### src/design/aqdp_pkg.sv
// Shared types, codes and constants of the admission queue with drop policy.
package aqdp_pkg;

  // Fixed field widths of the stream payloads
  localparam int unsigned OP_W     = 2;
  localparam int unsigned HANDLE_W = 16;
  localparam int unsigned STAMP_W  = 32;
  localparam int unsigned EVENT_W  = 3;
  localparam int unsigned COUNT_W  = 6;
  localparam int unsigned S_DATA_W = 48;
  localparam int unsigned M_DATA_W = 64;

  // Configuration port
  localparam int unsigned CFG_IDX_W  = 2;
  localparam int unsigned CFG_DATA_W = 16;
  localparam int unsigned POLICY_W   = 2;
  localparam int unsigned CAP_W      = 6;
  localparam int unsigned LFSR_W     = 16;

  localparam logic [CFG_IDX_W-1:0] REG_DROP_POLICY = 2'd0;
  localparam logic [CFG_IDX_W-1:0] REG_CAPACITY    = 2'd1;
  localparam logic [CFG_IDX_W-1:0] REG_LFSR_SEED   = 2'd2;

  localparam logic [POLICY_W-1:0] POLICY_BLOCK     = 2'd0;
  localparam logic [POLICY_W-1:0] POLICY_DROP_NEW  = 2'd1;
  localparam logic [POLICY_W-1:0] POLICY_DROP_HEAD = 2'd2;
  localparam logic [POLICY_W-1:0] POLICY_RANDOM    = 2'd3;

  localparam logic [CAP_W-1:0]  CAPACITY_RESET = 6'd32;
  localparam logic [LFSR_W-1:0] LFSR_RESET     = 16'hACE1;
  localparam logic [LFSR_W-1:0] LFSR_MASK      = 16'hB400;

  // Operation codes of an input transaction
  localparam logic [OP_W-1:0] OP_ARRIVE  = 2'd0;
  localparam logic [OP_W-1:0] OP_REQUEST = 2'd1;
  localparam logic [OP_W-1:0] OP_FINISH  = 2'd2;

  // Event codes of an output transaction
  localparam logic [EVENT_W-1:0] EV_ACCEPTED     = 3'd0;
  localparam logic [EVENT_W-1:0] EV_REJECTED     = 3'd1;
  localparam logic [EVENT_W-1:0] EV_EVICTED      = 3'd2;
  localparam logic [EVENT_W-1:0] EV_DISPATCHED   = 3'd3;
  localparam logic [EVENT_W-1:0] EV_FULL_RETRY   = 3'd4;
  localparam logic [EVENT_W-1:0] EV_EMPTY        = 3'd5;
  localparam logic [EVENT_W-1:0] EV_FINISHED     = 3'd6;
  localparam logic [EVENT_W-1:0] EV_FINISH_ERROR = 3'd7;

  // Where the handle and stamp of an emitted result come from
  typedef enum logic [1:0] {
    SRC_ITEM = 2'd0,
    SRC_MEM  = 2'd1,
    SRC_ZERO = 2'd2
  } src_t;

  // Commands from the controller to the datapath
  typedef struct packed {
    logic                 load_item;
    logic                 push;
    logic                 pop;
    logic                 pop_tail;
    logic                 run_inc;
    logic                 run_dec;
    logic                 lfsr_step;
    logic                 load_drops;
    logic                 dec_drops;
    logic                 emit;
    logic [EVENT_W-1:0]   emit_event;
    src_t                 emit_src;
    logic                 emit_last;
  } cmd_t;

  // Status from the datapath to the controller
  typedef struct packed {
    logic [OP_W-1:0]     op;
    logic [POLICY_W-1:0] policy;
    logic                full;
    logic                waiting_zero;
    logic                running_zero;
    logic                drops_zero;
    logic                lfsr_bit;
    logic                out_free;
  } sts_t;

endpackage

### src/design/aqdp_ctrl.sv
// Controller state machine of the admission queue: sequences each transaction.
module aqdp_ctrl (
  input  logic          clk,
  input  logic          rst,
  input  logic          in_valid,
  output logic          in_ready,
  input  aqdp_pkg::sts_t sts,
  output aqdp_pkg::cmd_t cmd
);

  typedef enum logic [5:0] {
    ST_IDLE      = 6'b000001,
    ST_DECIDE    = 6'b000010,
    ST_EVICT_RD  = 6'b000100,
    ST_EVICT_OUT = 6'b001000,
    ST_ACCEPT    = 6'b010000,
    ST_DISP_OUT  = 6'b100000
  } state_t;

  state_t state;
  state_t state_next;

  // State register
  always_ff @(posedge clk) begin
    if (rst) begin
      state <= ST_IDLE;
    end else begin
      state <= state_next;
    end
  end

  assign in_ready = (state == ST_IDLE);

  // Next state and commands
  always_comb begin
    state_next     = state;
    cmd            = '0;
    cmd.emit_src   = aqdp_pkg::SRC_ITEM;
    cmd.emit_event = aqdp_pkg::EV_ACCEPTED;
    unique case (state)
      ST_IDLE: begin
        if (in_valid) begin
          cmd.load_item = 1'b1;
          state_next    = ST_DECIDE;
        end
      end

      ST_DECIDE: begin
        priority if (sts.op == aqdp_pkg::OP_ARRIVE) begin
          priority if (!sts.full) begin
            if (sts.out_free) begin
              cmd.push       = 1'b1;
              cmd.emit       = 1'b1;
              cmd.emit_event = aqdp_pkg::EV_ACCEPTED;
              cmd.emit_last  = 1'b1;
              state_next     = ST_IDLE;
            end
          end else if (sts.policy == aqdp_pkg::POLICY_BLOCK) begin
            if (sts.out_free) begin
              cmd.emit       = 1'b1;
              cmd.emit_event = aqdp_pkg::EV_FULL_RETRY;
              cmd.emit_last  = 1'b1;
              state_next     = ST_IDLE;
            end
          end else if (sts.waiting_zero || sts.policy == aqdp_pkg::POLICY_DROP_NEW) begin
            if (sts.out_free) begin
              cmd.emit       = 1'b1;
              cmd.emit_event = aqdp_pkg::EV_REJECTED;
              cmd.emit_last  = 1'b1;
              state_next     = ST_IDLE;
            end
          end else begin
            cmd.load_drops = 1'b1;
            state_next     = ST_EVICT_RD;
          end
        end else if (sts.op == aqdp_pkg::OP_REQUEST) begin
          if (sts.waiting_zero) begin
            if (sts.out_free) begin
              cmd.emit       = 1'b1;
              cmd.emit_event = aqdp_pkg::EV_EMPTY;
              cmd.emit_src   = aqdp_pkg::SRC_ZERO;
              cmd.emit_last  = 1'b1;
              state_next     = ST_IDLE;
            end
          end else begin
            cmd.pop     = 1'b1;
            cmd.run_inc = 1'b1;
            state_next  = ST_DISP_OUT;
          end
        end else if (sts.op == aqdp_pkg::OP_FINISH) begin
          if (sts.out_free) begin
            cmd.emit      = 1'b1;
            cmd.emit_src  = aqdp_pkg::SRC_ZERO;
            cmd.emit_last = 1'b1;
            if (sts.running_zero) begin
              cmd.emit_event = aqdp_pkg::EV_FINISH_ERROR;
            end else begin
              cmd.emit_event = aqdp_pkg::EV_FINISHED;
              cmd.run_dec    = 1'b1;
            end
            state_next = ST_IDLE;
          end
        end else begin
          // Unused operation code: dropped without a result
          state_next = ST_IDLE;
        end
      end

      ST_EVICT_RD: begin
        // Random drops step the generator and take the end that it picks
        cmd.pop       = 1'b1;
        cmd.dec_drops = 1'b1;
        if (sts.policy == aqdp_pkg::POLICY_RANDOM) begin
          cmd.lfsr_step = 1'b1;
          cmd.pop_tail  = sts.lfsr_bit;
        end
        state_next = ST_EVICT_OUT;
      end

      ST_EVICT_OUT: begin
        if (sts.out_free) begin
          cmd.emit       = 1'b1;
          cmd.emit_event = aqdp_pkg::EV_EVICTED;
          cmd.emit_src   = aqdp_pkg::SRC_MEM;
          state_next     = sts.drops_zero ? ST_ACCEPT : ST_EVICT_RD;
        end
      end

      ST_ACCEPT: begin
        if (sts.out_free) begin
          cmd.push       = 1'b1;
          cmd.emit       = 1'b1;
          cmd.emit_event = aqdp_pkg::EV_ACCEPTED;
          cmd.emit_last  = 1'b1;
          state_next     = ST_IDLE;
        end
      end

      ST_DISP_OUT: begin
        if (sts.out_free) begin
          cmd.emit       = 1'b1;
          cmd.emit_event = aqdp_pkg::EV_DISPATCHED;
          cmd.emit_src   = aqdp_pkg::SRC_MEM;
          cmd.emit_last  = 1'b1;
          state_next     = ST_IDLE;
        end
      end

      default: begin
        state_next = ST_IDLE;
      end
    endcase
  end

endmodule

### src/design/aqdp_datapath.sv
// Datapath of the admission queue: job memory, pointers, counters, LFSR and output register.
module aqdp_datapath #(
  parameter int unsigned QUEUE_DEPTH = 32,
  parameter int unsigned HANDLE_BITS = 16
) (
  input  logic                                clk,
  input  logic                                rst,
  input  aqdp_pkg::cmd_t                      cmd,
  output aqdp_pkg::sts_t                      sts,
  input  logic [aqdp_pkg::OP_W-1:0]           in_op,
  input  logic [aqdp_pkg::HANDLE_W-1:0]       in_handle,
  input  logic [aqdp_pkg::STAMP_W-1:0]        in_stamp,
  input  logic                                cfg_wen,
  input  logic [aqdp_pkg::CFG_IDX_W-1:0]      cfg_index,
  input  logic [aqdp_pkg::CFG_DATA_W-1:0]     cfg_data,
  output logic                                out_valid,
  input  logic                                out_ready,
  output logic [aqdp_pkg::EVENT_W-1:0]        out_event,
  output logic [aqdp_pkg::HANDLE_W-1:0]       out_handle,
  output logic [aqdp_pkg::STAMP_W-1:0]        out_stamp,
  output logic                                out_last,
  output logic [aqdp_pkg::COUNT_W-1:0]        waiting_now,
  output logic [aqdp_pkg::COUNT_W-1:0]        running_now
);

  localparam int unsigned HB = (HANDLE_BITS < aqdp_pkg::HANDLE_W) ?
                               HANDLE_BITS : aqdp_pkg::HANDLE_W;
  localparam int unsigned IW = (QUEUE_DEPTH > 1) ? $clog2(QUEUE_DEPTH) : 1;
  localparam int unsigned CW = $clog2(QUEUE_DEPTH + 1);
  localparam int unsigned SW = (CW + 1 > 7) ? CW + 1 : 7;
  localparam int unsigned EW = HB + aqdp_pkg::STAMP_W;

  // Held input transaction
  logic [aqdp_pkg::OP_W-1:0]    item_op;
  logic [HB-1:0]                item_handle;
  logic [aqdp_pkg::STAMP_W-1:0] item_stamp;

  always_ff @(posedge clk) begin
    if (cmd.load_item) begin
      item_op     <= in_op;
      item_handle <= in_handle[HB-1:0];
      item_stamp  <= in_stamp;
    end
  end

  // Configuration registers; a seed write loads the generator at once
  logic [aqdp_pkg::POLICY_W-1:0] policy;
  logic [aqdp_pkg::CAP_W-1:0]    capacity;
  logic [aqdp_pkg::LFSR_W-1:0]   lfsr;
  logic [aqdp_pkg::LFSR_W-1:0]   lfsr_next;

  assign lfsr_next = lfsr[0] ? ({1'b0, lfsr[aqdp_pkg::LFSR_W-1:1]} ^ aqdp_pkg::LFSR_MASK)
                             : {1'b0, lfsr[aqdp_pkg::LFSR_W-1:1]};

  always_ff @(posedge clk) begin
    if (rst) begin
      policy   <= aqdp_pkg::POLICY_BLOCK;
      capacity <= aqdp_pkg::CAPACITY_RESET;
      lfsr     <= aqdp_pkg::LFSR_RESET;
    end else begin
      if (cfg_wen && cfg_index == aqdp_pkg::REG_DROP_POLICY) begin
        policy <= cfg_data[aqdp_pkg::POLICY_W-1:0];
      end
      if (cfg_wen && cfg_index == aqdp_pkg::REG_CAPACITY) begin
        capacity <= cfg_data[aqdp_pkg::CAP_W-1:0];
      end
      if (cfg_wen && cfg_index == aqdp_pkg::REG_LFSR_SEED) begin
        lfsr <= cfg_data[aqdp_pkg::LFSR_W-1:0];
      end else if (cmd.lfsr_step) begin
        lfsr <= lfsr_next;
      end
    end
  end

  // Ring pointers and job counts
  logic [IW-1:0] head;
  logic [IW-1:0] tail;
  logic [IW-1:0] head_inc;
  logic [IW-1:0] tail_inc;
  logic [IW-1:0] tail_dec;
  logic [IW-1:0] head_next;
  logic [IW-1:0] tail_next;
  logic [CW-1:0] waiting;
  logic [CW-1:0] running;
  logic [CW-1:0] waiting_next;
  logic [CW-1:0] running_next;

  assign head_inc = (head == IW'(QUEUE_DEPTH - 1)) ? '0 : head + 1'b1;
  assign tail_inc = (tail == IW'(QUEUE_DEPTH - 1)) ? '0 : tail + 1'b1;
  assign tail_dec = (tail == '0) ? IW'(QUEUE_DEPTH - 1) : tail - 1'b1;

  always_comb begin
    head_next    = head;
    tail_next    = tail;
    waiting_next = waiting;
    running_next = running;
    if (cmd.push) begin
      tail_next    = tail_inc;
      waiting_next = waiting + 1'b1;
    end else if (cmd.pop) begin
      waiting_next = waiting - 1'b1;
      if (cmd.pop_tail) begin
        tail_next = tail_dec;
      end else begin
        head_next = head_inc;
      end
    end
    if (cmd.run_inc) begin
      running_next = running + 1'b1;
    end else if (cmd.run_dec) begin
      running_next = running - 1'b1;
    end
  end

  always_ff @(posedge clk) begin
    if (rst) begin
      head    <= '0;
      tail    <= '0;
      waiting <= '0;
      running <= '0;
    end else begin
      head    <= head_next;
      tail    <= tail_next;
      waiting <= waiting_next;
      running <= running_next;
    end
  end

  // Job memory: written at the tail, read at the head or just below the tail
  logic [EW-1:0] mem [QUEUE_DEPTH];
  logic [EW-1:0] rd_data;
  logic [IW-1:0] rd_addr;

  assign rd_addr = cmd.pop_tail ? tail_dec : head;

  always_ff @(posedge clk) begin
    if (cmd.push) begin
      mem[tail] <= {item_handle, item_stamp};
    end
    if (cmd.pop) begin
      rd_data <= mem[rd_addr];
    end
  end

  // Count of evictions still to do for the current arrival
  logic [CW-1:0] drops;
  logic [CW:0]   half_up;

  assign half_up = ({1'b0, waiting} + 1'b1) >> 1;

  always_ff @(posedge clk) begin
    if (cmd.load_drops) begin
      drops <= (policy == aqdp_pkg::POLICY_RANDOM) ? half_up[CW-1:0] : CW'(1);
    end else if (cmd.dec_drops) begin
      drops <= drops - 1'b1;
    end
  end

  // Admission check against the capacity, clamped to the ring depth
  logic [SW-1:0] load_sum;
  logic [SW-1:0] cap_eff;

  assign load_sum = SW'(waiting) + SW'(running);
  assign cap_eff  = (SW'(capacity) > SW'(QUEUE_DEPTH)) ? SW'(QUEUE_DEPTH) : SW'(capacity);

  assign sts.op           = item_op;
  assign sts.policy       = policy;
  assign sts.full         = (load_sum >= cap_eff) || (waiting >= CW'(QUEUE_DEPTH));
  assign sts.waiting_zero = (waiting == '0);
  assign sts.running_zero = (running == '0);
  assign sts.drops_zero   = (drops == '0);
  assign sts.lfsr_bit     = lfsr_next[0];
  assign sts.out_free     = !out_valid || out_ready;

  // Output register
  logic [HB-1:0]                src_handle;
  logic [aqdp_pkg::STAMP_W-1:0] src_stamp;

  always_comb begin
    unique case (cmd.emit_src)
      aqdp_pkg::SRC_ITEM: begin
        src_handle = item_handle;
        src_stamp  = item_stamp;
      end
      aqdp_pkg::SRC_MEM: begin
        src_handle = rd_data[EW-1:aqdp_pkg::STAMP_W];
        src_stamp  = rd_data[aqdp_pkg::STAMP_W-1:0];
      end
      default: begin
        src_handle = '0;
        src_stamp  = '0;
      end
    endcase
  end

  always_ff @(posedge clk) begin
    if (rst) begin
      out_valid <= 1'b0;
    end else if (cmd.emit) begin
      out_valid <= 1'b1;
    end else if (out_ready) begin
      out_valid <= 1'b0;
    end
  end

  always_ff @(posedge clk) begin
    if (cmd.emit) begin
      out_event   <= cmd.emit_event;
      out_handle  <= aqdp_pkg::HANDLE_W'(src_handle);
      out_stamp   <= src_stamp;
      out_last    <= cmd.emit_last;
      waiting_now <= aqdp_pkg::COUNT_W'(waiting_next);
      running_now <= aqdp_pkg::COUNT_W'(running_next);
    end
  end

endmodule

### src/design/admission_queue_with_drop_policy_unit.sv
// Top level of the admission queue with drop policy.
// Jobs arrive, are dispatched and finish through one input stream; each input transaction
// with a used operation code gives one or more results, the last one marked by m_tlast. The
// block handles one input at a time and accepts the next one while a finished result still
// waits at the output. A dispatch passes through an extra state, since the job memory is
// read through a registered port. A full arrival with jobs waiting evicts one job under
// drop-oldest and ceil(waiting / 2) under random drop, one memory read and one result per
// eviction, before it is accepted. The job memory needs no clearing after reset. The user
// must write configuration only while the block is idle; the block does not enforce it.
module admission_queue_with_drop_policy_unit #(
  parameter int unsigned QUEUE_DEPTH = 32,
  parameter int unsigned HANDLE_BITS = 16
) (
  input  logic                                clk,
  input  logic                                rst,
  // Input stream
  input  logic                                s_tvalid,
  output logic                                s_tready,
  input  logic [aqdp_pkg::S_DATA_W-1:0]       s_tdata,  // job_handle[15:0], arrival_stamp[47:16]
  input  logic [aqdp_pkg::OP_W-1:0]           s_tuser,  // operation[1:0]
  // Result stream
  output logic                                m_tvalid,
  input  logic                                m_tready,
  output logic [aqdp_pkg::M_DATA_W-1:0]       m_tdata,  // out_handle[15:0], out_stamp[47:16],
                                                        // waiting_now[53:48],
                                                        // running_now[59:54], zero[63:60]
  output logic [aqdp_pkg::EVENT_W-1:0]        m_tuser,  // event_res[2:0]
  output logic                                m_tlast,
  // Configuration writes
  input  logic                                cfg_wen,
  input  logic [aqdp_pkg::CFG_IDX_W-1:0]      cfg_index,
  input  logic [aqdp_pkg::CFG_DATA_W-1:0]     cfg_data
);

  aqdp_pkg::cmd_t cmd;
  aqdp_pkg::sts_t sts;

  logic [aqdp_pkg::HANDLE_W-1:0] out_handle;
  logic [aqdp_pkg::STAMP_W-1:0]  out_stamp;
  logic [aqdp_pkg::COUNT_W-1:0]  waiting_now;
  logic [aqdp_pkg::COUNT_W-1:0]  running_now;

  // Sequencing of each transaction
  aqdp_ctrl u_ctrl (
    .clk      (clk),
    .rst      (rst),
    .in_valid (s_tvalid),
    .in_ready (s_tready),
    .sts      (sts),
    .cmd      (cmd)
  );

  // Storage, counters and output register
  aqdp_datapath #(
    .QUEUE_DEPTH (QUEUE_DEPTH),
    .HANDLE_BITS (HANDLE_BITS)
  ) u_datapath (
    .clk         (clk),
    .rst         (rst),
    .cmd         (cmd),
    .sts         (sts),
    .in_op       (s_tuser),
    .in_handle   (s_tdata[aqdp_pkg::HANDLE_W-1:0]),
    .in_stamp    (s_tdata[aqdp_pkg::HANDLE_W +: aqdp_pkg::STAMP_W]),
    .cfg_wen     (cfg_wen),
    .cfg_index   (cfg_index),
    .cfg_data    (cfg_data),
    .out_valid   (m_tvalid),
    .out_ready   (m_tready),
    .out_event   (m_tuser),
    .out_handle  (out_handle),
    .out_stamp   (out_stamp),
    .out_last    (m_tlast),
    .waiting_now (waiting_now),
    .running_now (running_now)
  );

  // Pack the result fields, lowest first
  assign m_tdata = {4'b0000, running_now, waiting_now, out_stamp, out_handle};

endmodule

### config.mk
export PLATFORM = sky130hd
export DESIGN_NAME = admission_queue_with_drop_policy_unit
export DESIGN_NICKNAME = d
export VERILOG_FILES = /design/src/design/aqdp_pkg.sv /design/src/design/aqdp_ctrl.sv /design/src/design/aqdp_datapath.sv /design/src/design/admission_queue_with_drop_policy_unit.sv
export SDC_FILE = /design/constraint.sdc
export NUM_CORES = 2
export LEC_CHECK = 0
export ABC_AREA = 1
export BUFFER_PORTS_ARGS = -buffer_cell sky130_fd_sc_hd__buf_2
export CORE_MARGIN = 5
export CORE_UTILIZATION = 40
export CTS_BUF_LIST = sky130_fd_sc_hd__clkbuf_8
export DETAILED_ROUTE_END_ITERATION = 8
export GPL_TIMING_DRIVEN = 0
export SLEW_MARGIN = 10
export SYNTH_ARGS = -nofsm -noshare
export SYNTH_HDL_FRONTEND = slang
export SYNTH_SLANG_ARGS = --single-unit
### constraint.sdc
create_clock -name clk -period 5.4 [get_ports clk]
set_clock_uncertainty 0.05 [all_clocks]
set_input_delay 0.81 -clock clk [delete_from_list [all_inputs] [get_ports clk]]
set_output_delay 0.81 -clock clk [all_outputs]
set_load 0.01 [all_outputs]
==> results.json <==
{
  "dr_total_vias": 54500,
  "max_slew_margin": 0.0883,
  "setup_ws_ps": 608,
  "ys_types": 46,
  "final_common_cell": "nand2_1",
  "postSynthAreaPerCell_um2": 10.3,
  "p_leak_uw": 0.0381,
  "dr.pass1.iters": 8,
  "clock_latency_ps": 1050,
  "synth_top_area_cell": "edfxtp_1",
  "cts_resized": 0,
  "worstMarginPinSlew_ps": 1370,
  "layout-drive-gt1-share": 0.110,
  "postSynthCellCount": 7446,
  "finalPower_uw": 27500,
  "dieArea_um2": 200000,
  "cts_tree": "built",
  "start_kind": "flop",
  "cts.clk_slew.worst_paths_ps": 60,
  "use_met2": 0.370,
  "first_iter_violations": 6307,
  "yosys_warnings": 0,
  "ios": 143,
  "whs_path_depth": 3,
  "nFillCells": 17400,
  "reg2regPathDepth": 17,
  "crit_slowest_cell": "nor2_4",
  "critical_path.max_stage_delay_ps": 780,
  "grt_usage": 0.232,
  "pre_cts_slack_ps": 612,
  "cpMostUsedCell": "nand2_1",
  "path_cells": "ha_1, inv_1, fa_1, o21ai_0, xnor2_1, inv_1, ha_1, a21oi_1, nand2_1, nand2_1, nand3_1, nand2_1, nand2_1, clkinv_1, nand2_1, nor2_4, buf_12",
  "clock_sinks": 1757,
  "postPlaceCellArea_um2": 82300,
  "final_area_um2": 88600,
  "core.rowCount": 160,
  "outcome": "complete, no violations",
  "finalCritPeriodShare": 0.887,
  "grt_pass1_vias": 51100,
  "end_kind": "flop",
  "postRouteAntennaNets": 0,
  "reg2reg_from": "u_datapath.waiting[0]",
  "maxCapViolCount": 0,
  "cts_max_level": 5,
  "syn_area_um2": 76500,
  "ff2ff_setup_slack_ps": 610,
  "start_util": 0.403,
  "numCtsBuffers": 312,
  "die_w_um": 447,
  "nets": 8155,
  "setup_viol": 0,
  "crit_type": "flop to flop",
  "die_h_um": 447,
  "critical_path_required_ps": 6050,
  "ys_ff_latch": 1757,
  "wl_per_cell_um": 22.0,
  "vias_per_cell": 5.06,
  "syn2layout_area_growth_pct": 15.7,
  "rsz0062_at_grt": "no",
  "ir_worst_vdd_v": 0.000291,
  "yosys-top-cells-area": "edfxtp_1 (67%), nand2_1 (9.8%), nand3_1 (9.7%), inv_1 (7.4%), buf_2 (1.5%)",
  "endpoint": "u_datapath.mem[28][6]",
  "antenna_found_initial": 15,
  "top_usage_layer": "met2",
  "overflow": 0,
  "final_cell_mix": "nand2_1 (2004), edfxtp_1 (1704), inv_1 (1614), nand3_1 (1485), buf_2 (362)",
  "arrival_ps": 5440,
  "grt_pass1_wl_um": 339000,
  "seq_area_frac_synth": 0.682,
  "worstSetupStartpoint": "u_datapath.waiting[0]",
  "port_buffers": 137,
  "synth_top_area_share": 0.668,
  "min_path_type": "primary input to flop",
  "root_buffer": "clkbuf_8",
  "gp_congestion": 0.871,
  "finalHoldViolCount": 0,
  "fin_crit_ps": 4790,
  "regToRegEndpoint": "u_datapath.mem[28][6]",
  "drc": 0,
  "grt_util_met3": 0.0394,
  "dp_hpwl_um": 163000,
  "grt_max_degree": 34,
  "clock_path_buffers": 4,
  "met1_usage": 0.314,
  "power.density_nw_per_um2": 310,
  "crit_fanout": 19,
  "wl_um": 237000,
  "drv_slew": 0,
  "fmax_ghz": 0.209,
  "fp.coreArea_um2": 190000
}
==> synthesized netlist by cell type, drive strengths merged <==
| cell type | instances |
|---|---|
| nand2 | 2006 |
| edfxtp | 1704 |
| inv | 1524 |
| nand3 | 1486 |
| buf | 285 |
| nor2 | 115 |
| clkbuf | 87 |
| dfxtp | 53 |
| o21ai | 44 |
| ha | 26 |
| a21oi | 25 |
| nor3 | 17 |
| nand4 | 15 |
| xnor2 | 10 |
| xor2 | 8 |
| or2 | 6 |
| a31oi | 5 |
| a311oi | 4 |
| and2 | 4 |
| o22ai | 3 |
| o2111ai | 2 |
| o221ai | 2 |
| o311ai | 2 |
| o31ai | 2 |
| o41ai | 2 |
| a21boi | 1 |
| a21o | 1 |
| a22oi | 1 |
| clkinv | 1 |
| conb | 1 |
| fa | 1 |
| nor3b | 1 |
| nor4 | 1 |
| o211ai | 1 |
==> repair_timing <==
action | CTS | global route
hold endpoints to repair | 69 | 0
buffers inserted | 0 | 0
hold buffers | 62 | 0
endpoints found under the setup margin | 0 | 0
==> worst min-delay path by stage <==
stage                              startpoint                  end  slack [ps]
final                             cfg_data[9]   u_datapath.lfsr[9]         100
after global routing              cfg_data[9]   u_datapath.lfsr[9]          80
after CTS                         cfg_data[6]   u_datapath.lfsr[6]           3
after detailed placement   u_datapath.head[3]   u_datapath.head[3]         410
after global placement    u_datapath.lfsr[15]  u_datapath.lfsr[15]         400
after floorplan           u_datapath.lfsr[15]  u_datapath.lfsr[15]         380
==> layout make-up <==
type / instances / area [um^2] / area share
flip-flops and latches: 1757 / 52200 / 0.590
multi-input cells: 3795 / 17000 / 0.192
inverters: 1525 / 5730 / 0.0646
clock buffers: 324 / 4460 / 0.0503
repair buffers: 292 / 3180 / 0.0359
well taps: 2511 / 3140 / 0.0355
plain buffers: 372 / 1840 / 0.0208
clock inverters: 190 / 961 / 0.0108
diodes: 5 / 12.5 / 0.000141
==> worst max-delay path: cells and delay by family (launching register included) <==
| family | cells | cell delay, ps |
|---|---|---|
| flip-flops | 1 | 450 |
| AO/OA/AOI/OAI | 2 | 460 |
| XOR/XNOR | 1 | 170 |
| adder cells (fa/ha/maj) | 3 | 900 |
| buffers and inverters | 4 | 650 |
| AND/OR/NAND/NOR | 7 | 1760 |
==> flip-flops by register name, summed over array words and instances, names as in the netlist, 16 cells and up <==
signal and cells:
u_datapath.item_handle 16, u_datapath.item_stamp 32, u_datapath.lfsr 16, u_datapath.mem 1536, u_datapath.out_handle 16, u_datapath.out_stamp 32, u_datapath.rd_data 48
==> per-stage QoR <==
stage | utilization | setup TNS, ps | hold WS, ps | cells
6_report | 0.466 | 0 | 96.9 | 10800
2_1_floorplan | - | 0 | 382 | 7449
4_1_cts | 0.464 | 0 | 2.98 | 10800
3_3_place_gp | 0.423 | -4039530 | 398 | 10100
3_5_place_dp | 0.433 | 0 | 411 | 10200
5_1_grt | 0.466 | 0 | 80.5 | 10800
==> cell families after synthesis <==
logic type                 Yosys count  share of synthesized area
AOI/OAI and AO/OA                   95                    0.00718
xor gates and xnor gates            18                    0.00206
adders and majority gates           27                    0.00451
buffers and inverters             1897                     0.0988
DFF                               1757                      0.682
other                                1                  0.0000490
and+or+nand+nor                   3651                      0.205
==> per-layer routing <==
layer,part of all wire,routed length (um)
met5,0.000055,13
met4,0.044,10500
met3,0.089,21000
met2,0.46,108000
met1,0.41,96900
==> report_power, final <==
part / total (uW) / internal (uW) / switching (uW) / leakage [uW]
Sequential: 15600 / 15300 / 333 / 0.0158
Clock: 11300 / 5880 / 5400 / 0.00314
Combinational: 582 / 197 / 385 / 0.0191
No activity file was read; power rests on OpenSTA's default activity.
